===== src/lkr_pkg.sv =====
// ----------------------------------------------------------------------------
// lkr_pkg
// Types and codes shared by the LRU-K frame replacer.
// ----------------------------------------------------------------------------
`default_nettype none

package lkr_pkg;

  localparam int ACTION_W = 2;
  localparam int FRAME_W  = 6;
  localparam int HIST_W   = 4;
  localparam int FIU_W    = 7;
  localparam int COUNT_W  = 7;
  localparam int CFG_W    = 7;
  localparam int CFG_IDX_W = 1;

  localparam int FRAME_COUNT = 1 << FRAME_W;

  localparam logic [ACTION_W-1:0] ACT_ACCESS = 2'd0;
  localparam logic [ACTION_W-1:0] ACT_MARK   = 2'd1;
  localparam logic [ACTION_W-1:0] ACT_REMOVE = 2'd2;
  localparam logic [ACTION_W-1:0] ACT_EVICT  = 2'd3;

  localparam logic [CFG_IDX_W-1:0] REG_HISTORY_DEPTH = 1'b0;
  localparam logic [CFG_IDX_W-1:0] REG_FRAMES_IN_USE = 1'b1;

  localparam logic [HIST_W-1:0] HISTORY_DEPTH_RESET = 4'd2;
  localparam logic [FIU_W-1:0]  FRAMES_IN_USE_RESET = 7'd64;

  typedef enum logic [2:0] {
    OP_NONE,
    OP_ACCESS,
    OP_MARK,
    OP_UNMARK,
    OP_FORGET
  } op_kind_t;

  typedef struct packed {
    op_kind_t            kind;
    logic [FRAME_W-1:0]  frame;
    logic [HIST_W-1:0]   hist;
  } op_t;

  typedef enum logic [1:0] {
    ST_IDLE,
    ST_SCAN,
    ST_HOLD
  } state_t;

endpackage

`default_nettype wire


===== src/lkr_cell.sv =====
// ----------------------------------------------------------------------------
// lkr_cell
// Per-frame state cell; merges the passing victim token with its own frame.
// ----------------------------------------------------------------------------
`default_nettype none

module lkr_cell #(
  parameter int IDX         = 0,
  parameter int STAMP_WIDTH = 48
) (
  input  wire                               clk,
  input  wire                               rst,
  input  wire  lkr_pkg::op_t                op,
  input  wire  [STAMP_WIDTH-1:0]            stamp,
  input  wire                               tv_in,
  input  wire                               tf_in,
  input  wire                               tp_in,
  input  wire  [lkr_pkg::FRAME_W-1:0]       ti_in,
  input  wire  [STAMP_WIDTH-1:0]            ts_in,
  output logic                              tv_out,
  output logic                              tf_out,
  output logic                              tp_out,
  output logic [lkr_pkg::FRAME_W-1:0]       ti_out,
  output logic [STAMP_WIDTH-1:0]            ts_out,
  output logic                              inc,
  output logic                              dec
);
  import lkr_pkg::*;

  logic                   tracked;
  logic                   promoted;
  logic                   mark;
  logic [HIST_W-1:0]      cnt;
  logic [STAMP_WIDTH-1:0] first_stamp;
  logic [STAMP_WIDTH-1:0] last_stamp;

  logic                   sel;
  logic [HIST_W-1:0]      cnt_inc;
  logic                   prom_hit;
  logic [STAMP_WIDTH-1:0] key;
  logic                   cand;
  logic                   take;

  assign sel      = (int'(op.frame) == IDX);
  assign cnt_inc  = (tracked ? cnt : '0) + 1'b1;
  assign prom_hit = (cnt_inc >= op.hist) || (cnt_inc == '0);
  assign key      = promoted ? last_stamp : first_stamp;
  assign cand     = tracked && mark;
  assign take     = cand && (!tf_in || (!promoted && tp_in) ||
                             ((promoted == tp_in) && (key < ts_in)));

  assign inc = sel && (op.kind == OP_MARK) && tracked && !mark;
  assign dec = sel && ((op.kind == OP_UNMARK) || (op.kind == OP_FORGET)) && mark;

  always_ff @(posedge clk) begin
    if (rst) begin
      tracked  <= 1'b0;
      promoted <= 1'b0;
      mark     <= 1'b0;
      cnt      <= '0;
      tv_out   <= 1'b0;
    end else begin
      tv_out <= tv_in;
      if (sel) begin
        case (op.kind)
          OP_ACCESS: begin
            if (!promoted) begin
              tracked <= 1'b1;
              cnt     <= cnt_inc;
              if (prom_hit) begin
                promoted <= 1'b1;
              end
            end
          end
          OP_MARK: begin
            if (tracked) begin
              mark <= 1'b1;
            end
          end
          OP_UNMARK: begin
            mark <= 1'b0;
          end
          OP_FORGET: begin
            mark     <= 1'b0;
            tracked  <= 1'b0;
            promoted <= 1'b0;
            cnt      <= '0;
          end
          default: begin
          end
        endcase
      end
    end
  end

  always_ff @(posedge clk) begin
    if (sel && (op.kind == OP_ACCESS)) begin
      if (promoted) begin
        last_stamp <= stamp;
      end else begin
        if (!tracked) begin
          first_stamp <= stamp;
        end
        if (prom_hit) begin
          last_stamp <= stamp;
        end
      end
    end
    tf_out <= tf_in || cand;
    tp_out <= take ? promoted : tp_in;
    ti_out <= take ? FRAME_W'(IDX) : ti_in;
    ts_out <= take ? key : ts_in;
  end

endmodule

`default_nettype wire


===== config.mk =====
export PLATFORM = sky130hd
export DESIGN_NAME = lkr_cell
export DESIGN_NICKNAME = d
export VERILOG_FILES = /design/src/lkr_pkg.sv /design/src/lkr_cell.sv
export SDC_FILE = /design/constraint.sdc
export NUM_CORES = 1
export LEC_CHECK = 0
export BUFFER_PORTS_ARGS = -buffer_cell sky130_fd_sc_hd__buf_4
export CAP_MARGIN = 20
export CORE_MARGIN = 10
export CORE_UTILIZATION = 35
export CTS_BUF_LIST = sky130_fd_sc_hd__clkbuf_2
export DETAILED_ROUTE_END_ITERATION = 8
export GPL_TIMING_DRIVEN = 1
export PLACE_DENSITY_LB_ADDON = 0.05
export SYNTH_ARGS = -nofsm -noshare
export SYNTH_HDL_FRONTEND = slang
export SYNTH_SLANG_ARGS = --single-unit
export TNS_END_PERCENT = 50

===== constraint.sdc =====
create_clock -name clk -period 6.3 [get_ports clk]
set_input_delay 0.63 -clock clk [delete_from_list [all_inputs] [get_ports clk]]
set_output_delay 0.63 -clock clk [all_outputs]
set_load 0.01 [all_outputs]

==> reports/summary.md <==
- library cell occupying the most area in the post-synthesis netlist: sky130_fd_sc_hd__edfxtp_1
- Final Hold Viols: 0
- fraction of the cycle the final worst path needs: 67.0%
- area of the core: 19600 µm²
- leading cell type by number of instances after synthesis: sky130_fd_sc_hd__edfxtp_1
- final worst path period need: 4.22 ns
- final routed wire length divided by cell count: 17.2 µm
- maximum capacitance violations: 0
- kind of start point of the critical path: flop
- top cell types by occurrence after synthesis: sky130_fd_sc_hd__edfxtp_1, sky130_fd_sc_hd__mux2_2, sky130_fd_sc_hd__dfxtp_1
- leftover overflow at the end of global routing: 0
- Synthesized Nets: 689
- highest clock frequency the design can meet: 237 MHz
- kind of cell adding the most delay to the critical path: compound AO/OA/AOI/OAI gates
- Slew HR: 49.9%
- CP Class: flop to flop
- final cell area excluding filler cells: 9190 µm²
- synthesized cell area: 7010 µm²
- first-pass GRT wire length: 26900 µm
- FF+latch count, synth: 160
- final-report max-slew violation count: 0
- Crit Path Max Fanout: 32
- endpoint of the worst setup timing path: ts_out[15]
- sequential element share of the synthesized area: 59.4%
- I/O pin count: 179
- number of buffers created by CTS: 17
- total power divided by cell area: 205 nW/µm²
- starting utilization of the core area: 35.8%
- drt total wl: 17400 µm
- setup repair after global routing missed its margin: no
- largest net degree at the start of global routing: 50
- # nets final: 907
- Tightest Hold Check Type: input pin to flop
- Reg2Reg Depth: 10
- end of the worst register-to-register path: ts_out[15]
- count of H-tree levels built during CTS: 4
- setup TNS: 0 ns
- clock tree from TritonCTS: yes
- chip height: 162 µm
- total of buffers placed on input and output ports: 178
- number of enable flip-flop cells after synthesis: 96
- number of optimization iterations in the first detailed-route pass: 4
- Design Power: 1.89 mW
- cell-by-cell trace of the critical path: buf_4, mux2_2, ha_1, a21oi_1, o21ai_0, a221oi_1, o311ai_1, a211oi_4, buf_4, mux2_2
- total via count in the routed design: 4650
- ys async rst share: 0%
- syn_area_per_cell: 13.6 µm²
- launch point of the worst path: promoted
- post-synth top area share: 41.1%
- placer's final routability congestion estimate: 0.771
- main area contributors after synthesis: sky130_fd_sc_hd__edfxtp_1, sky130_fd_sc_hd__dfxtp_1, sky130_fd_sc_hd__mux2_2
- Setup violations, final: 0
- Mapped Cells: 515
- Crit path buffers/inverters: 2
- Skew-Pair Late Insertion Delay: 0.69 ns
- Worst Clk Skew: 0.0284 ns
- data arrival time of the critical path: 4.80 ns
- clock slew at the register clock pins of the worst setup and hold paths: 0.21 ns
- Leakage: 3.85 nW
- proportion of layout cells with a drive suffix above 1: 41.6%
- number of design rule violations left after detail routing: 0
- category of the worst setup path capture point: flop
- top flip-flop cell by instance count after synthesis: sky130_fd_sc_hd__edfxtp_1
- instance area at placement: 8670 µm²
- Sink Count: 160
- largest stage delay on the critical path: 0.77 ns
- vias per cell: 4.59
- buffer cell driving the clock tree root: sky130_fd_sc_hd__clkbuf_2
- register-to-register path setup slack: 2.08 ns
- overall die width: 162 µm
- initial antenna violation count: 1
- antenna violation net count after detailed routing: 0
- required time of the critical path: 6.89 ns
- Detail Placement HPWL: 13000 µm
- Starting DRT DRC Count: 192
- Site Rows: 51
- number of fillers in the final layout: 1809
- slew at the pin closest to its max-slew limit: 0.752 ns
- synth-to-layout area growth: 31.1%
- Syn. warnings: 0
- start of the worst register-to-register path: promoted
- die footprint: 26100 µm²
- peak supply drop: 101 µV
- maximum buffer depth of the clock tree: 2
- unique cell type count in the Yosys netlist: 42
- status: finished, final reports clean
- number of global-route vias before repair: 5068
- critical path's slowest cell: sky130_fd_sc_hd__dfxtp_2
- number of cells on the critical path: 10
- global routing usage summed across all routing layers: 13.3%
## cell type report
type	count	area, µm²	share of cell area (%)
clock inverters	12	144	1.57
flip-flops and latches	160	4170	45.3
clock buffers	20	100	1.09
inverters	55	206	2.25
well taps	265	332	3.61
repair buffers	211	1650	18.0
diodes	1	2.50	0.0272
multi-input cells	288	2590	28.2
## logic make-up (layout without fill, tap and decap cells)
group / count (synthesis) / count (layout) / share of synthesized area [%]
AOI/OAI and AO/OA: 58 / 58 / 5.28
xor gates and xnor gates: 2 / 2 / 0.250
adders and majority gates: 54 / 54 / 9.64
buffers and inverters: 67 / 298 / 4.14
DFF: 160 / 160 / 59.4
muxes: 97 / 97 / 15.5
other: 0 / 1 / 0
and+or+nand+nor: 77 / 77 / 5.76
## state kept, by name (all words and copies together), names as in the netlist
signal,flops
ts_out,48
last_stamp,48
tf_out,1
promoted,1
tv_out,1
ti_out,6
tp_out,1
first_stamp,48
tracked,1
cnt,4
mark,1
## metrics by stage
step	std cells	hold WS (ns)	setup WS (ns)	util, %
after CTS	990	0.00250	1.94	45.8
after floorplan	515	0.471	0.251	-
after global placement	952	0.500	2.03	44.3
final	1012	0.120	2.08	46.9
after global routing	1012	0.000869	1.73	46.9
after detailed placement	952	0.508	1.95	44.3
## timing repair
action	in CTS	in global routing
endpoints found under the hold margin	11	39
gates resized for setup	0	0
setup buffers	0	0
hold buffers	6	21
## routing by layer
| metal | GRT usage, % | wire [µm] |
|---|---|---|
| met5 | 0 | 0 |
| met4 | 3.93 | 147 |
| met3 | 4.91 | 1030 |
| met2 | 22.7 | 8790 |
| met1 | 15.3 | 7410 |
## layout by cell type, fill, tap and decap left out, types with 4 or more instances in the layout
cell type / instances
sky130_fd_sc_hd__dlygate4sd3_1: 27
sky130_fd_sc_hd__nand2b_1: 4
sky130_fd_sc_hd__mux2_2: 91
sky130_fd_sc_hd__nand2_1: 16
sky130_fd_sc_hd__nand4_1: 5
sky130_fd_sc_hd__clkinvlp_4: 5
sky130_fd_sc_hd__clkbuf_2: 20
sky130_fd_sc_hd__nand3_1: 6
sky130_fd_sc_hd__buf_4: 184
sky130_fd_sc_hd__a21oi_1: 26
sky130_fd_sc_hd__inv_1: 55
sky130_fd_sc_hd__dfxtp_1: 63
sky130_fd_sc_hd__nor3_1: 4
sky130_fd_sc_hd__ha_1: 54
sky130_fd_sc_hd__nor2_1: 16
sky130_fd_sc_hd__edfxtp_1: 96
sky130_fd_sc_hd__o21ai_0: 10
sky130_fd_sc_hd__a211oi_1: 6
sky130_fd_sc_hd__mux2_1: 4
sky130_fd_sc_hd__nor2b_1: 11
## worst reg2reg max path: stages (launching register included)
cell	delay [ns]
sky130_fd_sc_hd__dfxtp_2	0.77
sky130_fd_sc_hd__buf_4	0.54
sky130_fd_sc_hd__mux2_2	0.43
sky130_fd_sc_hd__ha_1	0.30
sky130_fd_sc_hd__a21oi_1	0.15
sky130_fd_sc_hd__o21ai_0	0.12
sky130_fd_sc_hd__a221oi_1	0.50
sky130_fd_sc_hd__o311ai_1	0.27
sky130_fd_sc_hd__a211oi_4	0.26
sky130_fd_sc_hd__buf_4	0.42
sky130_fd_sc_hd__mux2_2	0.39
## power by group
part           internal [mW]  switching, mW  leakage [nW]  total (mW)
combinational          0.112         0.0748          2.31       0.186
sequential              1.13        0.00724          1.40        1.13
clock                  0.220          0.346         0.135       0.566
total                   1.46          0.428          3.85        1.89
## worst min path at each step
| stage | start | to | cells past startpoint |
|---|---|---|---|
| after CTS | stamp[26] | last_stamp[26] | 1 |
| final | stamp[21] | first_stamp[21] | 1 |
| after global placement | cnt[0] | cnt[0] | 2 |
| after detailed placement | cnt[3] | cnt[3] | 2 |
| after global routing | stamp[40] | first_stamp[40] | 1 |
| after floorplan | cnt[0] | cnt[0] | 2 |
No activity file was read; power rests on OpenSTA's default activity.
